==> config.mk <==
export PLATFORM = sky130hd
export DESIGN_NAME = stable_sorted_priority_queue_unit
export DESIGN_NICKNAME = d
export VERILOG_FILES = /design/src/design/sspq_pkg.sv /design/src/design/sspq_cell.sv /design/src/design/stable_sorted_priority_queue_unit.sv
export VERILOG_INCLUDE_DIRS = /design/src /design/src/design
export SDC_FILE = /design/constraint.sdc
export NUM_CORES = 2
export LEC_CHECK = 0
export BUFFER_PORTS_ARGS = -buffer_cell sky130_fd_sc_hd__buf_2
export CORE_ASPECT_RATIO = 1.2
export CORE_MARGIN = 5
export CORE_UTILIZATION = 40
export CTS_BUF_LIST = sky130_fd_sc_hd__clkbuf_16
export CTS_CLUSTER_SIZE = 30
export DETAILED_ROUTE_END_ITERATION = 16
export SLEW_MARGIN = 20
export SYNTH_ARGS = -nofsm -noshare
export SYNTH_HDL_FRONTEND = slang
export SYNTH_HIERARCHICAL = 1
export SYNTH_SLANG_ARGS = --single-unit
==> constraint.sdc <==
create_clock -name clock -period 10 [get_ports clock]
set_input_delay 2 -clock clock [delete_from_list [all_inputs] [get_ports clock]]
set_output_delay 2 -clock clock [all_outputs]
set_load 0.02 [all_outputs]
==> src/design/stable_sorted_priority_queue_unit_assert.svh <==
// ----------------------------------------------------------------------------
// stable sorted priority queue - assertion macros
// Shared concurrent assertion forms, clocked on clock and held off in reset.
// ----------------------------------------------------------------------------
`ifndef STABLE_SORTED_PRIORITY_QUEUE_UNIT_ASSERT_SVH
`define STABLE_SORTED_PRIORITY_QUEUE_UNIT_ASSERT_SVH

// consequent must hold in the same cycle as the antecedent
`define SSPQ_ASSERT_SAME(label, ante, cons) \
   label: assert property (@(posedge clock) disable iff (reset) (ante) |-> (cons)) \
      else $error("sspq: same-cycle check failed");

// consequent must hold in the cycle after the antecedent
`define SSPQ_ASSERT_NEXT(label, ante, cons) \
   label: assert property (@(posedge clock) disable iff (reset) (ante) |=> (cons)) \
      else $error("sspq: next-cycle check failed");

`endif

==> src/design/sspq_pkg.sv <==
// ----------------------------------------------------------------------------
// sspq_pkg
// Types and constants shared by the sorted priority queue and its cells.
// ----------------------------------------------------------------------------
`default_nettype none

package sspq_pkg;

   // queue geometry, fixed by the widths of the transfer fields
   localparam int DEPTH         = 16;
   localparam int PRIORITY_BITS = 16;
   localparam int PAYLOAD_BITS  = 32;
   localparam int CNT_BITS      = 5;

   localparam logic [CNT_BITS-1:0] CNT_FULL = CNT_BITS'(DEPTH);
   localparam logic [CNT_BITS-1:0] CNT_ONE  = CNT_BITS'(1);

   // command codes
   typedef enum logic [1:0] {
      CMD_ENQ   = 2'd0,
      CMD_DEQ   = 2'd1,
      CMD_QUERY = 2'd2
   } cmd_type;

   // request transfer
   typedef struct packed {
      cmd_type                  cmd;
      logic [PRIORITY_BITS-1:0] priority_req;
      logic [PAYLOAD_BITS-1:0]  payload;
   } req_type;

   // response transfer
   typedef struct packed {
      logic                     data_valid;
      logic [PAYLOAD_BITS-1:0]  data_out;
      logic                     head_valid;
      logic [PRIORITY_BITS-1:0] head_priority;
      logic [PAYLOAD_BITS-1:0]  head_data;
      logic [CNT_BITS-1:0]      count;
      logic                     overflow;
   } rsp_type;

   // one stored entry
   typedef struct packed {
      logic [PRIORITY_BITS-1:0] prio;
      logic [PAYLOAD_BITS-1:0]  data;
   } entry_type;

   // per-cycle control broadcast to every cell
   typedef struct packed {
      logic enq;
      logic deq;
   } ctl_type;

endpackage

`default_nettype wire

==> src/design/sspq_cell.sv <==
// ----------------------------------------------------------------------------
// sspq_cell
// One slot of the sorted queue: holds an entry, compares it with the incoming
// priority and takes its own, its left or right neighbour's or the new entry.
// ----------------------------------------------------------------------------
`default_nettype none

module sspq_cell (
   input  wire                        clock,
   input  wire sspq_pkg::ctl_type     ctl,
   input  wire                        occ,
   input  wire sspq_pkg::entry_type   new_entry,
   input  wire sspq_pkg::entry_type   left_entry,
   input  wire                        left_gt,
   input  wire sspq_pkg::entry_type   right_entry,
   output sspq_pkg::entry_type        entry_out,
   output logic                       gt_out
);
   import sspq_pkg::*;

   entry_type entry_ff;
   entry_type entry_in;

   // new entry goes ahead of this slot when the slot is free or strictly larger
   assign gt_out = !occ || (entry_ff.prio > new_entry.prio);

   // slot update: shift right on insert, shift left on removal
   always_comb begin
      entry_in = entry_ff;
      if (ctl.enq) begin
         if (gt_out && left_gt) begin
            entry_in = left_entry;
         end else if (gt_out) begin
            entry_in = new_entry;
         end
      end else if (ctl.deq) begin
         entry_in = right_entry;
      end
   end

   always_ff @(posedge clock) begin
      entry_ff <= entry_in;
   end

   assign entry_out = entry_ff;

endmodule

`default_nettype wire

==> src/design/stable_sorted_priority_queue_unit.sv <==
// ----------------------------------------------------------------------------
// stable_sorted_priority_queue_unit
// Bounded priority queue held in ascending order in a row of shifting cells.
// ----------------------------------------------------------------------------
// Usage:
//   req_* carries one command per transfer: enqueue a priority and payload,
//   dequeue the head, or query. Equal priorities leave in arrival order.
//   rsp_* returns one result per request: the removed payload on dequeue,
//   the head entry and count after the step, and an overflow flag when an
//   enqueue finds all slots in use (the queue is then left unchanged).
//   The result is registered at the edge the request transfers. Throughput
//   is one request per cycle while rsp_ready is high; every slot compares
//   with the new priority in parallel, so an insert or removal completes
//   in one cell update.
//   While a result waits for rsp_ready, req_ready is low; a new request is
//   taken in the same cycle as the waiting result transfers.
//   Reset empties the queue (count zero) and drops any pending result; slot
//   contents are not cleared and are never shown until written.
// ----------------------------------------------------------------------------
`default_nettype none
`include "stable_sorted_priority_queue_unit_assert.svh"

module stable_sorted_priority_queue_unit (
   input  wire                     clock,
   input  wire                     reset,
   input  wire                     req_valid,
   output logic                    req_ready,
   input  wire sspq_pkg::req_type  req_data,
   output logic                    rsp_valid,
   input  wire                     rsp_ready,
   output sspq_pkg::rsp_type       rsp_data
);
   import sspq_pkg::*;

   logic                     rsp_valid_ff, rsp_valid_in;
   logic [CNT_BITS-1:0]      count_ff, count_in;
   logic                     data_valid_ff, data_valid_in;
   logic [PAYLOAD_BITS-1:0]  data_out_ff, data_out_in;
   logic                     overflow_ff, overflow_in;
   logic                     req_fire;
   logic                     full, empty;
   ctl_type                  ctl;
   entry_type                new_entry;
   entry_type                cell_q [DEPTH];
   logic [DEPTH-1:0]         cell_gt;
   logic [DEPTH-1:0]         cell_occ;

   // handshake
   assign req_ready = !rsp_valid_ff || rsp_ready;
   assign req_fire  = req_valid && req_ready;
   assign full      = (count_ff == CNT_FULL);
   assign empty     = (count_ff == '0);
   assign new_entry = '{prio: req_data.priority_req, data: req_data.payload};

   // command decode
   always_comb begin
      ctl           = '0;
      count_in      = count_ff;
      data_valid_in = 1'b0;
      data_out_in   = '0;
      overflow_in   = 1'b0;
      if (req_fire) begin
         unique case (req_data.cmd)
            CMD_ENQ: begin
               if (full) begin
                  overflow_in = 1'b1;
               end else begin
                  ctl.enq  = 1'b1;
                  count_in = count_ff + CNT_ONE;
               end
            end
            CMD_DEQ: begin
               if (!empty) begin
                  ctl.deq       = 1'b1;
                  count_in      = count_ff - CNT_ONE;
                  data_valid_in = 1'b1;
                  data_out_in   = cell_q[0].data;
               end
            end
            default: begin
            end
         endcase
      end
   end

   // result valid: set on a request transfer, cleared once taken
   always_comb begin
      if (req_fire) begin
         rsp_valid_in = 1'b1;
      end else if (rsp_ready) begin
         rsp_valid_in = 1'b0;
      end else begin
         rsp_valid_in = rsp_valid_ff;
      end
   end

   always_ff @(posedge clock) begin
      if (reset) begin
         rsp_valid_ff <= 1'b0;
         count_ff     <= '0;
      end else begin
         rsp_valid_ff <= rsp_valid_in;
         count_ff     <= count_in;
      end
   end

   // result payload registers
   always_ff @(posedge clock) begin
      if (req_fire) begin
         data_valid_ff <= data_valid_in;
         data_out_ff   <= data_out_in;
         overflow_ff   <= overflow_in;
      end
   end

   // row of cells, slot 0 is the head
   for (genvar i = 0; i < DEPTH; i++) begin : g_cell
      entry_type left_entry;
      entry_type right_entry;
      logic      left_gt;

      assign cell_occ[i] = (count_ff > CNT_BITS'(i));

      if (i == 0) begin : g_head
         assign left_entry = new_entry;
         assign left_gt    = 1'b0;
      end else begin : g_mid
         assign left_entry = cell_q[i-1];
         assign left_gt    = cell_gt[i-1];
      end

      if (i == DEPTH - 1) begin : g_tail
         assign right_entry = cell_q[i];
      end else begin : g_body
         assign right_entry = cell_q[i+1];
      end

      sspq_cell u_cell (
         .clock       (clock),
         .ctl         (ctl),
         .occ         (cell_occ[i]),
         .new_entry   (new_entry),
         .left_entry  (left_entry),
         .left_gt     (left_gt),
         .right_entry (right_entry),
         .entry_out   (cell_q[i]),
         .gt_out      (cell_gt[i])
      );
   end

   // response; head fields follow the cells, which hold while a result waits
   assign rsp_valid               = rsp_valid_ff;
   assign rsp_data.data_valid     = data_valid_ff;
   assign rsp_data.data_out       = data_out_ff;
   assign rsp_data.head_valid     = !empty;
   assign rsp_data.head_priority  = empty ? '0 : cell_q[0].prio;
   assign rsp_data.head_data      = empty ? '0 : cell_q[0].data;
   assign rsp_data.count          = count_ff;
   assign rsp_data.overflow       = overflow_ff;

   // checks
   `SSPQ_ASSERT_SAME(a_count_bound, 1'b1, count_ff <= CNT_FULL)
   `SSPQ_ASSERT_SAME(a_overflow_full, rsp_valid_ff && overflow_ff, full)
   `SSPQ_ASSERT_NEXT(a_deq_count,
      req_fire && (req_data.cmd == CMD_DEQ) && !empty,
      count_ff == $past(count_ff) - CNT_ONE)
   `SSPQ_ASSERT_SAME(a_head_order, count_ff > CNT_ONE, cell_q[0].prio <= cell_q[1].prio)

endmodule

`default_nettype wire

==> metrics.md <==
| Metric | Value |
|---|---|
| Status | `complete, but fails checks` |
| Failing checks | `slew limit` |
| Clock Latency Late Sink | `between 600 and 700 ps` |
| Clk buf depth | `3` |
| First-pass GRT wire length | `approximately 230000 um` |
| Maxcap violations | `0` |
| I/O Buffers | `roughly 140` |
| Setup TNS | `0 ps` |
| Routed vias | `between 40000 and 50000` |
| Max Clk Rate | `about 0.15 GHz` |
| Layout fillers | `approximately 13000` |
| Initial antenna violation count | `22` |
| Syn_area_per_cell | `between 9 and 10 um^2` |
| Initial Util | `approximately two fifths` |
| Cts repair resizes | `0` |
| Die Wd | `roughly 350 um` |
| CTS sink count | `roughly 810` |
| HP Class | `flip-flop to flip-flop` |
| Final hold vios | `0` |
| HPWL Detailed | `approximately 100000 um` |
| Relative slew slack | `-58.6%` |
| Tmin final | `6780 ps` |
| CORE AREA | `139000 um^2` |
| Num CTS Buffers | `90` |
| Rows | `150` |
| CP Data Required Time | `~10000 ps` |
| VDD IR max | `between 0.1 and 0.15 mV` |
| Post-Syn Nets | `6113` |
| Residual DRC | `0` |
| Pin count of the biggest net entering global routing | `around 300` |
| Crit path DAT | `slightly above 7000 ps` |
| RSZ-0062 raised after global routing | `no` |
| Max FO, Critical Path | `51` |
| Num ports | `between 100 and 150` |
| Crit Path Category | `primary input to flip-flop` |
| GPL Wtd Cong | `between 0.8 and 0.9` |
| Tcrit/Tclk final | `roughly 68%` |
| Skew final | `~23 ps` |
| Final Slew Violations | `49` |
| Root Buffer | `clkbuf_16` |
| WL/cell | `around 20 um` |
| Synth Cell Area | `roughly 56000 um^2` |
| Area Growth Syn to Fin | `7.92%` |
| CP endpoint kind | `flip-flop` |
| Synth Instances | `about 5800` |
| Number of hold buffers added after cts | `0` |
| DR iter-0 viols | `about 3700` |
| TritonCTS clock tree | `built` |
| P_leak | `~24 nW` |
| Die Span Y | `about 420 um` |
| Yosys Warn Count | `6` |
| GR Overflow Total | `0` |
| Final nets | `just under 6000` |
| Tot GR Track Use | `19.5%` |
| Vias in the first global route | `approximately 40000` |
| Total wire length | `148000 um` |
| H-tree depth | `3` |
| Endpoints failing setup | `0` |
| Critical Path Source Type | `primary input` |
| Cell area power density | `~140 nW/um^2` |
| Placed Cells | `around 7400` |
| TritonRoute pass-1 iters | `6` |
| Worst-path clk slew | `60 ps` |
| Die area | `147000 um^2` |
| Worst-Margin Slew | `between 2000 and 2500 ps` |
| Setup bufs post-CTS | `0` |
| Vias per Instance | `around 5.7` |
| Cell Count, Final, Fillers Out | `7534` |
| Routed Antenna Nets | `0` |
| Layout cell share with drive strength beyond 1 | `8.92%` |
-- worst max-delay path, stage by stage --
cell      delay [ps]
buf_2            320
buf_4            330
inv_1             70
ha_1             330
nand4_2          200
nor4_4           310
buf_4            460
a21boi_4         250
buf_4            430
or3_2            910
and2_1           240
inv_1             40
buf_4            270
a21o_1           210
buf_4            310
a31oi_1          290
o211ai_2         110
-- routing by layer --
metal,up-vias,wire [um],track usage (%)
met5,-,116,0
met2,1103,67000,31.2
met1,20100,70000,27.7
met4,18,3100,5.18
met3,201,8230,2.85
li1,21200,-,-
-- final timing paths --
check	from	end	slack [ps]	cells past startpoint
worst max-delay path	req_data[47]	g_cell[9].u_cell/entry_out[11]	3220	17
worst min register to register	g_cell[0].u_cell/entry_out[20]	data_out_ff[20]	570	1
worst min-delay path	g_cell[0].u_cell/entry_out[20]	data_out_ff[20]	570	1
worst max register to register	g_cell[8].u_cell/entry_out[47]	g_cell[9].u_cell/entry_out[11]	4790	14
-- flip-flops by register name, summed over array words and instances, names as in the netlist --
signal	cells
rsp_valid	1
g_cell.u_cell/entry_out	768
data_out_ff	32
data_valid_ff	1
count_ff	5
overflow_ff	1
-- layout by cell type (no fill, tap or decap), types with 13 or more instances in the layout --
cell type	n
edfxtp_1	802
a21oi_1	621
nand2_1	598
nor2_1	545
mux2i_1	529
nor2b_1	311
inv_1	298
ha_1	262
o31ai_1	241
a211oi_1	241
a31oi_1	240
o211ai_1	190
buf_2	143
buf_4	94
clkbuf_16	93
and2_1	64
o211ai_2	50
o21ai_0	46
nor3_1	41
nand4_1	27
nand3_1	23
a31oi_4	22
clkinv_1	20
clkinv_2	19
nor4_2	16
a41o_1	16
a21o_1	15
diode_2	13
-- final cells by class --
type	instances	area [um^2]	area share, %
Tap cell	1824	2280	3.80
Timing Repair Buffer	244	1570	2.61
Multi-Input combinational cell	4197	28100	46.8
Sequential cell	808	24200	40.3
Inverter	285	1070	1.78
Clock buffer	93	2330	3.87
Clock inverter	70	455	0.758
Antenna cell	13	32.5	0.0542
-- power by group --
part | total (W) | internal, W | switching (W) | leakage, nW
clock | 0.00321 | 0.00177 | 0.00145 | 1.40
sequential | 0.00405 | 0.00395 | 0.000106 | 7.44
combinational | 0.00140 | 0.000494 | 0.000906 | 15.1
-- stage by stage --
stage | util (%) | setup WS [ps] | hold slack [ps] | total power [W] | area, um^2
after global placement | 41.2 | 2640 | 560 | 0.00548 | 57200
after detailed placement | 41.2 | 2590 | 568 | 0.00552 | 57200
after CTS | 43.2 | 3340 | 578 | 0.00877 | 60000
after global routing | 43.2 | 2820 | 594 | 0.00906 | 60000
after floorplan | - | 1540 | 540 | 0.00511 | 55700
final | 43.3 | 3220 | 570 | 0.00867 | 60100
(Power assumes the default switching activity.)
